==> src/hdl/region_window_address_translator_macros.svh <==
// Assertion macros shared by the address window translator RTL.
// Included by the modules that carry concurrent checks; needs clk and rst_n in scope.
`ifndef REGION_WINDOW_ADDRESS_TRANSLATOR_MACROS_SVH
`define REGION_WINDOW_ADDRESS_TRANSLATOR_MACROS_SVH

// Same-cycle implication, masked during reset
`define RWAT_ASSERT_IMP(lbl, ante, cons, msg) \
  lbl: assert property (@(posedge clk) disable iff (!rst_n) (ante) |-> (cons)) \
    else $error(msg);

// Next-cycle implication, masked during reset
`define RWAT_ASSERT_NXT(lbl, ante, cons, msg) \
  lbl: assert property (@(posedge clk) disable iff (!rst_n) (ante) |=> (cons)) \
    else $error(msg);

`endif

==> src/hdl/rwat_pkg.sv <==
// Package for the address window translator: sizes, codes and the token
// that walks the cell row. No dependencies.
package rwat_pkg;

  // Table depth, 1..64
  localparam int ENTRIES = 20;

  // Field widths
  localparam int ADDR_W  = 32;
  localparam int TBASE_W = 48;
  localparam int SPAN_W  = 31;
  localparam int SLOT_W  = 6;
  localparam int CNT_W   = SLOT_W + 1;

  typedef enum logic {
    MODE_ADD   = 1'b0,
    MODE_XLATE = 1'b1
  } mode_t;

  typedef enum logic [1:0] {
    STAT_OK      = 2'd0,
    STAT_FULL    = 2'd1,
    STAT_NOMATCH = 2'd2
  } status_t;

  // Request token handed from cell to cell
  typedef struct packed {
    logic               valid;
    mode_t              mode;
    logic               done;
    logic [ADDR_W-1:0]  dev_addr;
    logic [TBASE_W-1:0] target_base;
    logic [SPAN_W-1:0]  span;
    logic [TBASE_W-1:0] target_addr;
    logic [SLOT_W-1:0]  hit_slot;
  } tok_t;

endpackage

==> src/hdl/rwat_cell.sv <==
// One window cell: holds a single address window and checks the passing token.
// Depends on rwat_pkg.
module rwat_cell import rwat_pkg::*; (
  input  logic              clk,
  input  logic              rst_n,
  input  logic              adv,
  input  logic [SLOT_W-1:0] slot_idx,
  input  logic [CNT_W-1:0]  win_count,
  input  tok_t              tok_i,
  output tok_t              tok_o
);

  logic [ADDR_W-1:0]  base_r;
  logic [TBASE_W-1:0] tbase_r;
  logic [SPAN_W-1:0]  len_r;

  logic               valid_r;
  tok_t               tok_r;
  tok_t               tok_nxt;

  logic               occupied;
  logic               addr_ge;
  logic               lim_ok;
  logic [ADDR_W:0]    acc_end;
  logic [ADDR_W:0]    win_end;
  logic [TBASE_W-1:0] xlat;
  logic               add_here;
  logic               hit_here;

  // Window match: base <= addr and addr + span <= base + len (33-bit, no wrap)
  always_comb begin
    occupied = {1'b0, slot_idx} < win_count;
    addr_ge  = tok_i.dev_addr >= base_r;
    acc_end  = {1'b0, tok_i.dev_addr} + {{(ADDR_W+1-SPAN_W){1'b0}}, tok_i.span};
    win_end  = {1'b0, base_r} + {{(ADDR_W+1-SPAN_W){1'b0}}, len_r};
    lim_ok   = acc_end <= win_end;
    xlat     = tbase_r + {{(TBASE_W-ADDR_W){1'b0}}, tok_i.dev_addr}
                       - {{(TBASE_W-ADDR_W){1'b0}}, base_r};
  end

  // Claim the token: append on the first free slot, or translate on a hit
  always_comb begin
    add_here = tok_i.valid && !tok_i.done && (tok_i.mode == MODE_ADD)
               && ({1'b0, slot_idx} == win_count);
    hit_here = tok_i.valid && !tok_i.done && (tok_i.mode == MODE_XLATE)
               && occupied && addr_ge && lim_ok;
    tok_nxt  = tok_i;
    if (add_here) begin
      tok_nxt.done        = 1'b1;
      tok_nxt.hit_slot    = slot_idx;
      tok_nxt.target_addr = '0;
    end else if (hit_here) begin
      tok_nxt.done        = 1'b1;
      tok_nxt.hit_slot    = slot_idx;
      tok_nxt.target_addr = xlat;
    end
  end

  // Window storage, written once by an add
  always_ff @(posedge clk) begin
    if (adv && add_here) begin
      base_r  <= tok_i.dev_addr;
      tbase_r <= tok_i.target_base;
      len_r   <= tok_i.span;
    end
  end

  // Token stage toward the next cell
  always_ff @(posedge clk) begin
    if (!rst_n) begin
      valid_r <= 1'b0;
    end else if (adv) begin
      valid_r <= tok_i.valid;
    end
  end

  always_ff @(posedge clk) begin
    if (adv) begin
      tok_r <= tok_nxt;
    end
  end

  always_comb begin
    tok_o       = tok_r;
    tok_o.valid = valid_r;
  end

endmodule

==> config.mk <==
export PLATFORM = sky130hd
export DESIGN_NAME = rwat_cell
export DESIGN_NICKNAME = d
export VERILOG_FILES = /design/src/hdl/region_window_address_translator_macros.svh /design/src/hdl/rwat_pkg.sv /design/src/hdl/rwat_cell.sv
export SDC_FILE = /design/constraint.sdc
export NUM_CORES = 1
export LEC_CHECK = 0
export BUFFER_PORTS_ARGS = -buffer_cell sky130_fd_sc_hd__buf_2
export CORE_MARGIN = 2
export CORE_UTILIZATION = 30
export DETAILED_ROUTE_END_ITERATION = 10
export PLACE_DENSITY = 0.55
export SETUP_SLACK_MARGIN = 0.5
export SYNTH_ARGS = -nofsm -noshare
export SYNTH_HDL_FRONTEND = slang
export SYNTH_SLANG_ARGS = --single-unit
==> constraint.sdc <==
create_clock -name clk -period 11 [get_ports clk]
set_input_delay 2.2 -clock clk [delete_from_list [all_inputs] [get_ports clk]]
set_output_delay 2.2 -clock clk [all_outputs]
set_load 0.05 [all_outputs]
==> out/qor.csv <==
metric,value,unit
post-CTS sizing,0,
RSZ-0062 raised after global routing,no,
final RePlAce weighted congestion,0.8727,
Final Hold Fails,0,
Post-DP HPWL,40.65,mm
Clk pwr share,39.0,%
sw frac,29.20,%
first-pass GRT wire length,77.37,mm
fmax,118.2,MHz
Starting Density,30.34,%
Worst Hold Class,flip-flop to flip-flop,
Std-Cell Rows,88,
placed cells,2699,
Synth warnings,0,
Vias,13340,
nets@finish,2370,
TritonCTS Buffers,35,
"Clk Latency, worst-skew pair",0.54,ns
cell taking the most area after synthesis,edfxtp_1,
top cell type's share of synthesized area,47.78,%
crit path launch type,input port,
Finished Core Util,36.95,%
Clock Tree Buf Depth,3,
number of flops mapped to enable cells by yosys,278,
Pre-antenna DRT Iters,7,
Chip Height,245.3,um
non-filler instance count after layout,2761,
total congestion overflow,0,
H-tree depth,2,
antenna violations before repair,2,
kind of critical path,input port to flip-flop,
synth unique cells,64,
layout cells sized above 1,21.50,%
crit-path max FO,68,
ys flop type,edfxtp_1,
Pins Over Slew Limit,0,
combinational share of power,19.3,%
synth-to-layout area growth,21.78,%
# DRC,0,
"FF+latch count, synth",279,
die width,245.3,um
final instance area,0.02128,mm^2
Max-slew headroom,34.78,%
fin crit period,8.460,ns
Worst EP arrival,8.75,ns
Placed Area,0.02013,mm^2
vias in the first global route,13550,
Pwr per Cell Area,139.5,mW/mm^2
status,"finished, final reports clean",
actual slew at the worst max-slew pin,0.9681,ns
"Reg clk slew, reported paths",0.05,ns
remaining antenna violation count,0,
largest net degree at the start of global routing,69,
wire length after detailed routing,51.18,mm
Clock Skew,0.01265,ns
Final setup viols,0,
Setup TNS,0,ns
leakage,9.470,nW
Commonest cells post-synth,"edfxtp_1 (278), inv_1 (206), ha_1 (181), a21oi_1 (141), nand2_1 (124)",
# IOs,352,
Worst setup EP type,flip-flop,
Synth async-reset ratio,0,%
"Seq/Total Area, Yosys",47.89,%
Sink Count,279,
fin crit share,76.91,%
Max Cap Viol,0,
CTS tree,built,
VDD IR-drop max,0.0001115,V
hold buffers post-CTS,0,
Overall Global Routing Usage,16.69,%
net switching power figure,0.8667,mW
sequential fraction of design power,41.6,%
Syn Area/Cell,10.89,um^2
most frequent cell after synthesis,edfxtp_1,
P_int,2.101,mW
Die Area,0.06019,mm^2
Power Total,2.968,mW
post-CTS setup buffers,0,
WL per Instance,18.54,um
"Cell Area, Synth",0.01747,mm^2
vias per cell,4.832,
CP required,11.29,ns
synth top area cells,"edfxtp_1 (48%), ha_1 (13%), inv_1 (4.4%)",
port buffer count,351,
Mapped Cells,1605,
Synth Net Count,2004,
DRT iter0 DRCs,744,
CORE AREA,0.05759,mm^2
CTS root buf,clkbuf_16,
worst paths after layout:
| path | start | endpoint | slack [ns] | cells after the start |
|---|---|---|---|---|
| hold reg to reg | valid_r | valid_r | 0.56 | 2 |
| setup reg to reg | base_r[0] | tok_o[4] | 3.10 | 23 |
| setup / recovery | tok_i[149] | tok_o[4] | 2.54 | 22 |
| hold / removal | valid_r | valid_r | 0.56 | 2 |
layout make-up:
type | instances | area, um^2
Antenna cell | 1 | 2.502
Clock buffer | 39 | 933.4
Timing Repair Buffer | 359 | 1826
Tap cell | 765 | 957.2
Inverter | 206 | 773.2
Clock inverter | 22 | 212.7
Fill cell | 5735 | 36310
Sequential cell | 279 | 8368
Multi-Input combinational cell | 1090 | 8207
through the flow:
stage	hold slack, ns	worst slack, ns
2_1_floorplan	0.4839	4.046
3_5_place_dp	0.5508	1.945
6_report	0.5648	2.540
3_3_place_gp	0.5015	2.047
4_1_cts	0.5725	2.488
5_1_grt	0.6140	2.160
per-layer routing:
layer / track usage [%] / routed length (um)
met1: 22.56 / 23660
met2: 27.35 / 23700
met5: 0 / 0
met3: 2.958 / 2661
met4: 4.795 / 1160
cells by family after synthesis:
logic type | count (synthesis) | share of synthesized area (%)
compound gates | 424 | 15.17
xor+xnor | 96 | 4.812
fa+ha+maj | 215 | 16.86
buf+inv | 236 | 5.206
flops | 279 | 47.89
mux | 7 | 0.4439
simple gates | 348 | 9.617
critical path, cell delays in order:
cell	delay [ns]
buf_2	0.15
ha_1	0.40
o21ai_0	0.11
o21ai_0	0.42
a211oi_1	0.18
o41ai_1	0.89
a41oi_1	0.33
nor3_1	0.32
o31a_1	0.17
nor2_1	0.05
xnor2_1	0.13
ha_1	0.33
and4_1	0.22
nand2_1	0.09
or4_4	0.57
a31oi_1	0.20
nor4_1	0.12
o2111ai_4	0.39
or2_2	0.18
buf_4	0.52
nand2_1	0.34
mux2_2	0.38
placed cells by master, fill, tap and decap left out, types with 4 or more instances in the layout:
master / n
xor2_1: 42
nand3_1: 49
a31oi_1: 13
clkinv_1: 9
o31ai_1: 8
o211ai_1: 10
nand4_1: 23
o21ai_0: 95
ha_1: 181
nor4_1: 7
inv_1: 206
nand2_1: 124
o21bai_1: 18
nand2b_1: 20
edfxtp_1: 278
a21oi_1: 141
mux2_2: 6
clkinvlp_4: 4
nor3_1: 19
and4_1: 5
clkbuf_16: 37
or3_1: 5
a211oi_1: 26
buf_2: 350
bufinv_16: 4
and3_1: 9
xnor2_1: 54
a21o_1: 66
nor2b_1: 14
o31a_1: 4
fa_1: 34
buf_4: 8
clkinv_2: 4
nor2_1: 56
o21a_1: 9
state kept, by name (all words and copies together), names as in the netlist:
signal and flops:
len_r 31, base_r 32, tok_o 167, tbase_r 48, valid_r 1
power groups by stage:
stage	combinational (mW)	clock, mW	sequential, mW
global placement	0.575	0	1.26
CTS	0.581	1.20	1.24
global route	0.626	1.24	1.24
floorplan	0.224	0	1.42
detailed placement	0.578	0	1.26
finish	0.574	1.16	1.24
No activity file was read; power rests on OpenSTA's default activity.
